[config.mk]
export PLATFORM = sky130hd
export DESIGN_NAME = collection_slice_coordinator_top
export DESIGN_NICKNAME = d
export VERILOG_FILES = /design/src/rtl/csc_pkg.sv /design/src/rtl/collection_slice_coordinator_top.sv
export SDC_FILE = /design/constraint.sdc
export NUM_CORES = 2
export LEC_CHECK = 0
export BUFFER_PORTS_ARGS = -buffer_cell sky130_fd_sc_hd__buf_2
export CAP_MARGIN = 10
export CORE_ASPECT_RATIO = 0.75
export CORE_MARGIN = 4
export CORE_UTILIZATION = 67
export CTS_BUF_LIST = sky130_fd_sc_hd__clkbuf_4 sky130_fd_sc_hd__clkbuf_8 sky130_fd_sc_hd__clkbuf_16
export CTS_CLUSTER_SIZE = 28
export DETAILED_ROUTE_END_ITERATION = 10
export HOLD_SLACK_MARGIN = 0.1
export PLACE_DENSITY = 0.85
export SYNTH_ARGS = -nofsm -noshare
export SYNTH_HDL_FRONTEND = slang
export SYNTH_SLANG_ARGS = --single-unit
[constraint.sdc]
create_clock -name clk -period 18.66 [get_ports clk]
set_input_delay 2.799 -clock clk [delete_from_list [all_inputs] [get_ports clk]]
set_output_delay 2.799 -clock clk [all_outputs]
set_load 0.005 [all_outputs]
[src/rtl/csc_pkg.sv]
package csc_pkg;

    localparam int MaxTagsDefault = 16;

    localparam logic [2:0] OP_START    = 3'd0;
    localparam logic [2:0] OP_READY    = 3'd1;
    localparam logic [2:0] OP_ARM      = 3'd2;
    localparam logic [2:0] OP_ARMED    = 3'd3;
    localparam logic [2:0] OP_COMPLETE = 3'd4;
    localparam logic [2:0] OP_FINALIZE = 3'd5;
    localparam logic [2:0] OP_CANCEL   = 3'd6;

    localparam logic [2:0] R_ACCEPTED  = 3'd0;
    localparam logic [2:0] R_DUPLICATE = 3'd1;
    localparam logic [2:0] R_CONFLICT  = 3'd2;
    localparam logic [2:0] R_STALE     = 3'd3;
    localparam logic [2:0] R_BUSY      = 3'd4;
    localparam logic [2:0] R_ALREADY   = 3'd5;
    localparam logic [2:0] R_ORDER     = 3'd6;

    localparam logic [1:0] PH_INACTIVE   = 2'd0;
    localparam logic [1:0] PH_STARTING   = 2'd1;
    localparam logic [1:0] PH_READY      = 2'd2;
    localparam logic [1:0] PH_COLLECTING = 2'd3;

    localparam logic [1:0] DISP_NONE      = 2'd0;
    localparam logic [1:0] DISP_FINALIZED = 2'd1;
    localparam logic [1:0] DISP_CANCELLED = 2'd2;

    typedef struct packed {
        logic [2:0]  op;
        logic [31:0] collection_id;
        logic [31:0] slice_id;
        logic [31:0] tag_id;
        logic        tag_present;
        logic        last;
        logic [31:0] heading_bits;
    } cmd_t;

    typedef struct packed {
        logic [2:0] result;
        logic [1:0] phase;
    } rsp_t;

endpackage

[src/rtl/collection_slice_coordinator_top.sv]
// Collection slice coordinator.
// Command channel: present cmd with start high; the command transfers at a
// rising edge where start is high and busy is low. Commands are start
// (one transfer per tag, only the one with last set is answered), ready,
// arm, armed, complete, finalize, cancel.
// Response channel: rsp is valid for exactly one cycle while done is high;
// the receiver cannot hold it off. Each answered command yields one rsp.
// Tag tables live in two synchronous memories (expected, staged); a search
// reads one entry at a time and compares it once the read returns. A command
// other than start searches the expected table (up to MAX_TAGS entries) for
// its tag, then executes and answers. A start transfer first searches the
// staged set. A final start then copies the set when inactive, or walks it
// against the expected table when active, searching it for each staged tag.
// Busy drops in the cycle done rises; the next transfer can land there.
// Per-entry ready/armed/completed bits are flip-flops cleared at once.
// Reset (rst_n low, asynchronous) returns to inactive with empty tables;
// no clearing pass is needed, the counts bound every read.
module collection_slice_coordinator_top #(
    parameter int MAX_TAGS = csc_pkg::MaxTagsDefault
) (
    input  logic          clk,
    input  logic          rst_n,
    input  logic          start,
    input  csc_pkg::cmd_t cmd,
    output logic          busy,
    output logic          done,
    output csc_pkg::rsp_t rsp
);
    import csc_pkg::*;

    localparam int IW = (MAX_TAGS > 1) ? $clog2(MAX_TAGS) : 1;
    localparam int CW = $clog2(MAX_TAGS + 1);

    localparam logic [3:0] S_IDLE   = 4'd0;
    localparam logic [3:0] S_SSCAN  = 4'd1; // search staged for new tag
    localparam logic [3:0] S_SCHK   = 4'd2;
    localparam logic [3:0] S_ESCAN  = 4'd3; // search expected for tag
    localparam logic [3:0] S_ECHK   = 4'd4;
    localparam logic [3:0] S_CRD    = 4'd5; // copy staged -> expected
    localparam logic [3:0] S_CWR    = 4'd6;
    localparam logic [3:0] S_DRD    = 4'd7; // duplicate check outer read
    localparam logic [3:0] S_DLAT   = 4'd8;
    localparam logic [3:0] S_DSCAN  = 4'd9;
    localparam logic [3:0] S_DCHK   = 4'd10;
    localparam logic [3:0] S_EXEC   = 4'd11;

    logic [3:0] state_reg, state_next;

    logic [31:0] exp_mem [MAX_TAGS];
    logic [31:0] stg_mem [MAX_TAGS];
    logic [31:0] exp_rd, stg_rd;
    logic        exp_we, stg_we;
    logic [IW-1:0] exp_ra, stg_ra, exp_wa, stg_wa;
    logic [31:0] exp_wd, stg_wd;

    always_ff @(posedge clk)
    begin
        if (exp_we)
        begin
            exp_mem[exp_wa] <= exp_wd;
        end
        exp_rd <= exp_mem[exp_ra];
    end

    always_ff @(posedge clk)
    begin
        if (stg_we)
        begin
            stg_mem[stg_wa] <= stg_wd;
        end
        stg_rd <= stg_mem[stg_ra];
    end

    cmd_t        cmd_reg;
    logic [CW-1:0] idx_reg, idx_next, oidx_reg, oidx_next;
    logic        found_reg, found_next;
    logic [IW-1:0] kidx_reg, kidx_next;
    logic [31:0] key_reg, key_next;
    logic        same_reg, same_next;

    logic [1:0]  cstate_reg, cstate_next;
    logic [31:0] cur_coll_reg, cur_coll_next;
    logic [31:0] next_slice_reg, next_slice_next;
    logic [31:0] act_slice_reg, act_slice_next;
    logic        act_valid_reg, act_valid_next;
    logic [31:0] done_slice_reg, done_slice_next;
    logic        done_valid_reg, done_valid_next;
    logic [31:0] act_head_reg, act_head_next;
    logic [31:0] fin_coll_reg, fin_coll_next;
    logic [1:0]  fin_disp_reg, fin_disp_next;
    logic [CW-1:0] exp_cnt_reg, exp_cnt_next;
    logic [CW-1:0] rdy_cnt_reg, rdy_cnt_next;
    logic [CW-1:0] cmp_cnt_reg, cmp_cnt_next;
    logic [CW-1:0] stg_cnt_reg, stg_cnt_next;
    logic        stg_ovf_reg, stg_ovf_next;
    logic [MAX_TAGS-1:0] rdy_bits_reg, rdy_bits_next;
    logic [MAX_TAGS-1:0] arm_bits_reg, arm_bits_next;
    logic [MAX_TAGS-1:0] cmp_bits_reg, cmp_bits_next;
    logic        done_next;
    rsp_t        rsp_next;

    assign busy = (state_reg != S_IDLE);

    always_comb
    begin
        logic [2:0] res;
        logic       k_ok;
        logic       mt;
        state_next = state_reg;
        idx_next = idx_reg;
        oidx_next = oidx_reg;
        found_next = found_reg;
        kidx_next = kidx_reg;
        key_next = key_reg;
        same_next = same_reg;
        cstate_next = cstate_reg;
        cur_coll_next = cur_coll_reg;
        next_slice_next = next_slice_reg;
        act_slice_next = act_slice_reg;
        act_valid_next = act_valid_reg;
        done_slice_next = done_slice_reg;
        done_valid_next = done_valid_reg;
        act_head_next = act_head_reg;
        fin_coll_next = fin_coll_reg;
        fin_disp_next = fin_disp_reg;
        exp_cnt_next = exp_cnt_reg;
        rdy_cnt_next = rdy_cnt_reg;
        cmp_cnt_next = cmp_cnt_reg;
        stg_cnt_next = stg_cnt_reg;
        stg_ovf_next = stg_ovf_reg;
        rdy_bits_next = rdy_bits_reg;
        arm_bits_next = arm_bits_reg;
        cmp_bits_next = cmp_bits_reg;
        done_next = 1'b0;
        rsp_next = rsp;
        exp_we = 1'b0;
        stg_we = 1'b0;
        exp_wa = idx_reg[IW-1:0];
        stg_wa = stg_cnt_reg[IW-1:0];
        exp_wd = stg_rd;
        stg_wd = cmd_reg.tag_id;
        exp_ra = idx_reg[IW-1:0];
        stg_ra = idx_reg[IW-1:0];
        res = R_CONFLICT;
        k_ok = found_reg;
        mt = (cstate_reg != PH_INACTIVE) && (cur_coll_reg == cmd_reg.collection_id);

        case (state_reg)
            S_IDLE:
            begin
                if (start)
                begin
                    idx_next = '0;
                    found_next = 1'b0;
                    key_next = cmd.tag_id;
                    if (cmd.op == OP_START)
                    begin
                        state_next = S_SSCAN;
                    end
                    else
                    begin
                        // any other command drops a partial start run
                        stg_cnt_next = '0;
                        stg_ovf_next = 1'b0;
                        state_next = S_ESCAN;
                    end
                end
            end
            S_SSCAN:
            begin
                if (found_reg || idx_reg >= stg_cnt_reg)
                begin
                    if (cmd_reg.tag_present && !found_reg)
                    begin
                        if (stg_cnt_reg < CW'(MAX_TAGS))
                        begin
                            stg_we = 1'b1;
                            stg_cnt_next = stg_cnt_reg + 1'b1;
                        end
                        else
                        begin
                            stg_ovf_next = 1'b1;
                        end
                    end
                    if (!cmd_reg.last)
                    begin
                        state_next = S_IDLE;
                    end
                    else if (cstate_reg != PH_INACTIVE)
                    begin
                        same_next = 1'b1;
                        oidx_next = '0;
                        state_next = S_DRD;
                    end
                    else
                    begin
                        idx_next = '0;
                        state_next = S_CRD;
                    end
                end
                else
                begin
                    state_next = S_SCHK;
                end
            end
            S_SCHK:
            begin
                if (stg_rd == key_reg)
                begin
                    found_next = 1'b1;
                end
                idx_next = idx_reg + 1'b1;
                state_next = S_SSCAN;
            end
            S_ESCAN:
            begin
                if (found_reg || idx_reg >= exp_cnt_reg)
                begin
                    state_next = (cmd_reg.op == OP_START) ? S_DRD : S_EXEC;
                    if (cmd_reg.op == OP_START)
                    begin
                        if (!found_reg)
                        begin
                            same_next = 1'b0;
                        end
                        oidx_next = oidx_reg + 1'b1;
                    end
                end
                else
                begin
                    state_next = S_ECHK;
                end
            end
            S_ECHK:
            begin
                if (exp_rd == key_reg)
                begin
                    found_next = 1'b1;
                    kidx_next = idx_reg[IW-1:0];
                end
                else
                begin
                    idx_next = idx_reg + 1'b1;
                end
                state_next = S_ESCAN;
            end
            S_DRD:
            begin
                stg_ra = oidx_reg[IW-1:0];
                if (!same_reg || stg_ovf_reg || cur_coll_reg != cmd_reg.collection_id
                    || stg_cnt_reg != exp_cnt_reg || oidx_reg >= stg_cnt_reg)
                begin
                    rsp_next.result = (same_reg && !stg_ovf_reg
                        && cur_coll_reg == cmd_reg.collection_id
                        && stg_cnt_reg == exp_cnt_reg) ? R_DUPLICATE : R_CONFLICT;
                    rsp_next.phase = cstate_reg;
                    done_next = 1'b1;
                    stg_cnt_next = '0;
                    stg_ovf_next = 1'b0;
                    state_next = S_IDLE;
                end
                else
                begin
                    state_next = S_DLAT;
                end
            end
            S_DLAT:
            begin
                key_next = stg_rd;
                idx_next = '0;
                found_next = 1'b0;
                state_next = S_ESCAN;
            end
            S_CRD:
            begin
                if (cmd_reg.collection_id == 32'd0 || stg_cnt_reg == '0 || stg_ovf_reg)
                begin
                    rsp_next.result = R_CONFLICT;
                    rsp_next.phase = cstate_reg;
                    done_next = 1'b1;
                    stg_cnt_next = '0;
                    stg_ovf_next = 1'b0;
                    state_next = S_IDLE;
                end
                else if (idx_reg >= stg_cnt_reg)
                begin
                    cur_coll_next = cmd_reg.collection_id;
                    exp_cnt_next = stg_cnt_reg;
                    rdy_bits_next = '0;
                    rdy_cnt_next = '0;
                    arm_bits_next = '0;
                    cmp_bits_next = '0;
                    cmp_cnt_next = '0;
                    next_slice_next = 32'd1;
                    act_valid_next = 1'b0;
                    done_valid_next = 1'b0;
                    cstate_next = PH_STARTING;
                    rsp_next.result = R_ACCEPTED;
                    rsp_next.phase = PH_STARTING;
                    done_next = 1'b1;
                    stg_cnt_next = '0;
                    stg_ovf_next = 1'b0;
                    state_next = S_IDLE;
                end
                else
                begin
                    state_next = S_CWR;
                end
            end
            S_CWR:
            begin
                exp_we = 1'b1;
                idx_next = idx_reg + 1'b1;
                state_next = S_CRD;
            end
            S_EXEC:
            begin
                case (cmd_reg.op)
                    OP_READY:
                    begin
                        if (!mt)
                        begin
                            res = R_STALE;
                        end
                        else if (cstate_reg != PH_STARTING)
                        begin
                            res = (k_ok && rdy_bits_reg[kidx_reg]) ? R_DUPLICATE : R_CONFLICT;
                        end
                        else if (!k_ok)
                        begin
                            res = R_CONFLICT;
                        end
                        else if (rdy_bits_reg[kidx_reg])
                        begin
                            res = R_DUPLICATE;
                        end
                        else
                        begin
                            rdy_bits_next[kidx_reg] = 1'b1;
                            rdy_cnt_next = rdy_cnt_reg + 1'b1;
                            if (rdy_cnt_next == exp_cnt_reg)
                            begin
                                cstate_next = PH_READY;
                            end
                            res = R_ACCEPTED;
                        end
                    end
                    OP_ARM:
                    begin
                        if (!mt)
                        begin
                            res = R_STALE;
                        end
                        else if (cstate_reg == PH_COLLECTING)
                        begin
                            res = (act_valid_reg && act_slice_reg == cmd_reg.slice_id
                                && act_head_reg == cmd_reg.heading_bits)
                                ? R_DUPLICATE : R_BUSY;
                        end
                        else if (cstate_reg != PH_READY)
                        begin
                            res = R_BUSY;
                        end
                        else if (done_valid_reg && done_slice_reg == cmd_reg.slice_id)
                        begin
                            res = R_ALREADY;
                        end
                        else if (cmd_reg.slice_id != next_slice_reg)
                        begin
                            res = R_ORDER;
                        end
                        else
                        begin
                            act_slice_next = cmd_reg.slice_id;
                            act_valid_next = 1'b1;
                            act_head_next = cmd_reg.heading_bits;
                            arm_bits_next = '0;
                            cmp_bits_next = '0;
                            cmp_cnt_next = '0;
                            cstate_next = PH_COLLECTING;
                            res = R_ACCEPTED;
                        end
                    end
                    OP_ARMED, OP_COMPLETE:
                    begin
                        if (!mt || !act_valid_reg || act_slice_reg != cmd_reg.slice_id)
                        begin
                            res = R_STALE;
                        end
                        else if (cstate_reg != PH_COLLECTING || !k_ok)
                        begin
                            res = R_CONFLICT;
                        end
                        else if (cmd_reg.op == OP_ARMED)
                        begin
                            if (arm_bits_reg[kidx_reg])
                            begin
                                res = R_DUPLICATE;
                            end
                            else
                            begin
                                arm_bits_next[kidx_reg] = 1'b1;
                                res = R_ACCEPTED;
                            end
                        end
                        else if (cmp_bits_reg[kidx_reg])
                        begin
                            res = R_DUPLICATE;
                        end
                        else
                        begin
                            cmp_bits_next[kidx_reg] = 1'b1;
                            cmp_cnt_next = cmp_cnt_reg + 1'b1;
                            if (cmp_cnt_next == exp_cnt_reg)
                            begin
                                cstate_next = PH_READY;
                                done_slice_next = act_slice_reg;
                                done_valid_next = 1'b1;
                                act_valid_next = 1'b0;
                                next_slice_next = next_slice_reg + 32'd1;
                            end
                            res = R_ACCEPTED;
                        end
                    end
                    OP_FINALIZE, OP_CANCEL:
                    begin
                        if (cstate_reg == PH_INACTIVE)
                        begin
                            res = (cmd_reg.collection_id == fin_coll_reg
                                && fin_disp_reg == ((cmd_reg.op == OP_FINALIZE)
                                ? DISP_FINALIZED : DISP_CANCELLED)) ? R_DUPLICATE : R_STALE;
                        end
                        else if (!mt)
                        begin
                            res = R_STALE;
                        end
                        else if (cmd_reg.op == OP_FINALIZE && cstate_reg != PH_READY)
                        begin
                            res = R_BUSY;
                        end
                        else
                        begin
                            fin_coll_next = cur_coll_reg;
                            fin_disp_next = (cmd_reg.op == OP_FINALIZE)
                                ? DISP_FINALIZED : DISP_CANCELLED;
                            cur_coll_next = '0;
                            exp_cnt_next = '0;
                            rdy_bits_next = '0;
                            rdy_cnt_next = '0;
                            arm_bits_next = '0;
                            cmp_bits_next = '0;
                            cmp_cnt_next = '0;
                            next_slice_next = 32'd1;
                            act_valid_next = 1'b0;
                            done_valid_next = 1'b0;
                            cstate_next = PH_INACTIVE;
                            res = R_ACCEPTED;
                        end
                    end
                    default:
                    begin
                        res = R_CONFLICT;
                    end
                endcase
                rsp_next.result = res;
                rsp_next.phase = cstate_next;
                done_next = 1'b1;
                state_next = S_IDLE;
            end
            default:
            begin
                state_next = S_IDLE;
            end
        endcase
    end

    always_ff @(posedge clk)
    begin
        if (start && !busy)
        begin
            cmd_reg <= cmd;
        end
        idx_reg <= idx_next;
        oidx_reg <= oidx_next;
        found_reg <= found_next;
        kidx_reg <= kidx_next;
        key_reg <= key_next;
        same_reg <= same_next;
        rsp <= rsp_next;
        act_slice_reg <= act_slice_next;
        done_slice_reg <= done_slice_next;
        act_head_reg <= act_head_next;
    end

    always_ff @(posedge clk or negedge rst_n)
    begin
        if (!rst_n)
        begin
            state_reg <= S_IDLE;
            done <= 1'b0;
            cstate_reg <= PH_INACTIVE;
            cur_coll_reg <= '0;
            next_slice_reg <= 32'd1;
            act_valid_reg <= 1'b0;
            done_valid_reg <= 1'b0;
            fin_coll_reg <= '0;
            fin_disp_reg <= DISP_NONE;
            exp_cnt_reg <= '0;
            rdy_cnt_reg <= '0;
            cmp_cnt_reg <= '0;
            stg_cnt_reg <= '0;
            stg_ovf_reg <= 1'b0;
            rdy_bits_reg <= '0;
            arm_bits_reg <= '0;
            cmp_bits_reg <= '0;
        end
        else
        begin
            state_reg <= state_next;
            done <= done_next;
            cstate_reg <= cstate_next;
            cur_coll_reg <= cur_coll_next;
            next_slice_reg <= next_slice_next;
            act_valid_reg <= act_valid_next;
            done_valid_reg <= done_valid_next;
            fin_coll_reg <= fin_coll_next;
            fin_disp_reg <= fin_disp_next;
            exp_cnt_reg <= exp_cnt_next;
            rdy_cnt_reg <= rdy_cnt_next;
            cmp_cnt_reg <= cmp_cnt_next;
            stg_cnt_reg <= stg_cnt_next;
            stg_ovf_reg <= stg_ovf_next;
            rdy_bits_reg <= rdy_bits_next;
            arm_bits_reg <= arm_bits_next;
            cmp_bits_reg <= cmp_bits_next;
        end
    end

`ifndef SYNTHESIS
    a_cnt_bound: assert property (@(posedge clk) disable iff (!rst_n)
        exp_cnt_reg <= CW'(MAX_TAGS) && stg_cnt_reg <= CW'(MAX_TAGS))
        else $error("table count beyond capacity");
    a_rdy_bound: assert property (@(posedge clk) disable iff (!rst_n)
        rdy_cnt_reg <= exp_cnt_reg && cmp_cnt_reg <= exp_cnt_reg)
        else $error("ready/complete count exceeds expected count");
    a_done_busy: assert property (@(posedge clk) disable iff (!rst_n)
        done |-> !busy)
        else $error("response while still busy");
    a_inactive_empty: assert property (@(posedge clk) disable iff (!rst_n)
        cstate_reg == PH_INACTIVE |-> exp_cnt_reg == '0 && !act_valid_reg)
        else $error("inactive with live table");
`endif

endmodule

==> results.sh <==
export IMPL_holdCritPathClass="register to register"
export IMPL_finalSetupTns_ns=0
export IMPL_cp_end_kind="register"
export IMPL_synth_edff_count=1306
export IMPL_die_x_um=357.2
export IMPL_area_growth_pct=11.27
export IMPL_critPathKind="register to register"
export IMPL_fin_skew_ns=0.03248
export IMPL_clk_path_buf_depth=3
export IMPL_cts_tree="done"
export IMPL_cts_clk_slew_worst_paths_ns=0.06
export IMPL_drive_gt1_share_pct=23.18
export IMPL_final_setup_viol_count=0
export IMPL_switching_share_pct=30.33
export IMPL_place_gp_congestion=0.8639
export IMPL_synth_fp_nets=3564
export IMPL_top_layer="met5"
export IMPL_cp_buffers_inverters=2
export IMPL_design_core_area_sq_mm=0.09010
export IMPL_worstMarginPinSlew_ns=1.301
export IMPL_r2r_start="state_reg[0]$_DFFE_PN0N_"
export IMPL_clk_latency_ns=0.77
export IMPL_slew_headroom_pct=12.62
export IMPL_antenna_found_initial=2
export IMPL_fmax_ghz=0.1982
export IMPL_synthDistinctLibCells=64
export IMPL_grt_start_max_net_pins=129
export IMPL_cpPeakStageDelay_ns=0.91
export IMPL_cpMostUsedCell="buf_4"
export IMPL_min_from="cmd_reg[12]$_DFFE_PP_"
export IMPL_ctsHoldBuffers=0
export IMPL_wl_met3_mm=18.86
export IMPL_critPathTopFamily="buffers and inverters"
export IMPL_nets=3746
export IMPL_grt_overflow=0
export IMPL_cts_resized_gates=0
export IMPL_crit_start="state_reg[0]$_DFFE_PN0N_"
export IMPL_final_hold_viol_count=0
export IMPL_grt_pass1_wl_mm=231.5
export IMPL_p_switching_mw=3.018
export IMPL_ys_ff_latch=1546
export IMPL_rsz0062_at_grt="no"
export IMPL_p_int_mw=6.931
export IMPL_drc=0
export IMPL_viasPerCell=7.032
export IMPL_grt_pass1_vias=34940
export IMPL_synth_top_cell_area_share_pct=63.99
export IMPL_yosysSeqAreaShare_pct=73.27
export IMPL_totalWireLength_mm=156.3
export IMPL_crit_chain="nand2_1 > nor2_1 > mux2i_4 > buf_4 > buf_4 > mux4_2 > and2_1 > a211oi_1 > a31oi_1"
export IMPL_vias=34521
export IMPL_synth_area_sq_mm=0.06129
export IMPL_post_cts_setup_buffers=0
export IMPL_final_util_pct=75.69
export IMPL_async_reset_ff_share_pct=11.38
export IMPL_crit_arrival_ns=5.62
export IMPL_report_final_slew_viol_count=0
export IMPL_diodes=0
export IMPL_dr_pass1_iters=6
export IMPL_met2_length_mm=74.44
export IMPL_rows=95
export IMPL_crit_fanout=68
export IMPL_dp_hpwl_mm=84.58
export IMPL_numCtsBuffers=138
export IMPL_synthTopCellsByCount="edfxtp_1 (1306), mux4_2 (300), nand2_1 (195)"
export IMPL_dieArea_sq_mm=0.09643
export IMPL_period_share_pct=27.04
export IMPL_p_seq_share_pct=47.9
export IMPL_start_kind="register"
export IMPL_outcome="completed"
export IMPL_avgSynthCellArea_sq_um=18.02
export IMPL_peakVddDrop_mv=0.1912
export IMPL_worstPathRequired_ns=19.24
export IMPL_p_clk_share_pct=29.3
export IMPL_io_buffers=142
export IMPL_fillers=4628
export IMPL_fp_dieH_um=269.9
export IMPL_wire_per_inst_um=31.84
export IMPL_powerDensity_mw_per_mm2=145.9
export IMPL_cts_sinks=1546
export IMPL_synth_area_leader_cell="edfxtp_1"
export IMPL_drt_iter0_markers=5417
export IMPL_grt_total_usage_pct=32.79
export IMPL_period_minus_slack_ns=5.046
export IMPL_p_leak_nw=23.10
export IMPL_drtAntennaViolNets=0
export IMPL_crit_slowest_cell="buf_4"
export IMPL_cts_htree_levels=4
export IMPL_yosys_warnings=0
export IMPL_pwr_share_comb_pct=22.9
export IMPL_wl_met1_mm=55.32
export IMPL_syn_instance_count=3401
export IMPL_power_mw=9.949
export IMPL_cap_violations=0
export IMPL_synth_main_ff_cell="edfxtp_1"
export IMPL_cts_root_buf="clkbuf_16"
export IMPL_synth_area_top_cells="edfxtp_1 (64%), mux4_2 (11%), dfrtp_1 (7.1%)"
export IMPL_ioPinCount=143
export IMPL_yosys_cell_count_top_type="edfxtp_1"
export IMPL_start_util_pct=68.03
==> stage by stage <==
| stage | worst slack, ns | cells | hold slack (ns) | instance area, sq um |
|---|---|---|---|---|
| floorplan | 11.52 | 3401 | 0.4473 | 61290 |
| CTS | 13.74 | 4909 | 0.4703 | 68200 |
| global route | 13.40 | 4909 | 0.4865 | 68200 |
| global placement | 13.53 | 4655 | 0.4532 | 63590 |
| finish | 13.61 | 4909 | 0.4647 | 68200 |
| detailed placement | 13.40 | 4655 | 0.4565 | 63590 |
==> final timing paths <==
check	end	slack [ns]	cells after the start
worst max-delay path	exp_wd[8]$_DFF_P_	13.61	9
worst min-delay path	act_head_reg[12]$_DFFE_PP_	0.46	0
worst max register to register	exp_wd[8]$_DFF_P_	13.61	9
worst min register to register	act_head_reg[12]$_DFFE_PP_	0.46	0
max in group asynchronous	cur_coll_reg[23]$_DFFE_PN0P_	14.71	3
min in group asynchronous	next_slice_reg[15]$_DFFE_PN0P_	1.98	1
==> placed cells by master, fill, tap and decap left out, types with 9 or more instances in the layout <==
cell | synthesis | layout
clkinv_1 | 0 | 25
a21oi_1 | 53 | 51
nand2b_1 | 25 | 25
and3_1 | 24 | 9
and3_2 | 0 | 14
ha_1 | 27 | 27
xor2_1 | 138 | 138
nor2_1 | 137 | 123
a31oi_1 | 69 | 69
edfxtp_1 | 1306 | 1306
nor4_1 | 49 | 49
nor2_4 | 0 | 12
or3_1 | 17 | 17
or4_1 | 10 | 10
a211oi_1 | 38 | 38
bufinv_16 | 0 | 12
inv_1 | 24 | 24
mux2_2 | 68 | 68
buf_2 | 17 | 141
o31ai_1 | 17 | 17
clkbuf_4 | 0 | 38
nand2_1 | 195 | 193
nor3_1 | 35 | 27
mux2i_1 | 12 | 9
nand3_1 | 82 | 82
o21ai_0 | 73 | 73
xnor2_1 | 141 | 141
buf_4 | 0 | 59
a21o_1 | 9 | 9
mux4_2 | 300 | 300
dfrtp_1 | 175 | 175
and2_1 | 38 | 38
nand4_1 | 48 | 48
clkinv_2 | 0 | 15
clkbuf_16 | 0 | 139
dfxtp_1 | 64 | 64
==> cells by family (layout without fill, tap and decap cells) <==
logic type	count (synthesis)	after routing	synth area share, %
adders and majority gates	27	27	0.5512
xor gates and xnor gates	279	279	3.987
muxes	380	380	12.47
and+or+nand+nor	688	688	5.510
AOI/OAI and AO/OA	297	297	3.044
buffers and inverters	184	480	1.174
DFF	1546	1546	73.27
==> power by group through the flow <==
| stage | clock (mW) | sequential, mW | combinational (mW) |
|---|---|---|---|
| 2_1_floorplan | 0 | 4.61 | 1.63 |
| 3_3_place_gp | 0 | 4.74 | 2.09 |
| 3_5_place_dp | 0 | 4.80 | 2.18 |
| 4_1_cts | 2.92 | 4.75 | 2.26 |
| 5_1_grt | 3.08 | 4.80 | 2.40 |
| 6_report | 2.91 | 4.76 | 2.28 |
==> worst reg2reg max path: cells and delay by family (launching register included) <==
family	cells	cell delay (ns)
buf+inv	2	1.67
simple gates	3	1.20
mux	2	0.87
flops	1	0.72
compound gates	2	0.42
==> metal layers <==
metal	vias up	global-route usage (%)
met4	4	13.85
li1	13784	-
met2	2745	50.45
met1	17500	46.59
met3	488	7.177
met5	-	0
==> layout make-up <==
cell class	instances	area, sq um	share of cell area, %
multi-input combinational	1671	15900	23.32
timing repair buffer	202	1180	1.730
inverter	24	90.09	0.1321
clock inverter	72	770.7	1.130
clock buffer	182	3832	5.620
sequential	1546	44900	65.84
tap	1212	1516	2.224
(Power assumes the default switching activity.)
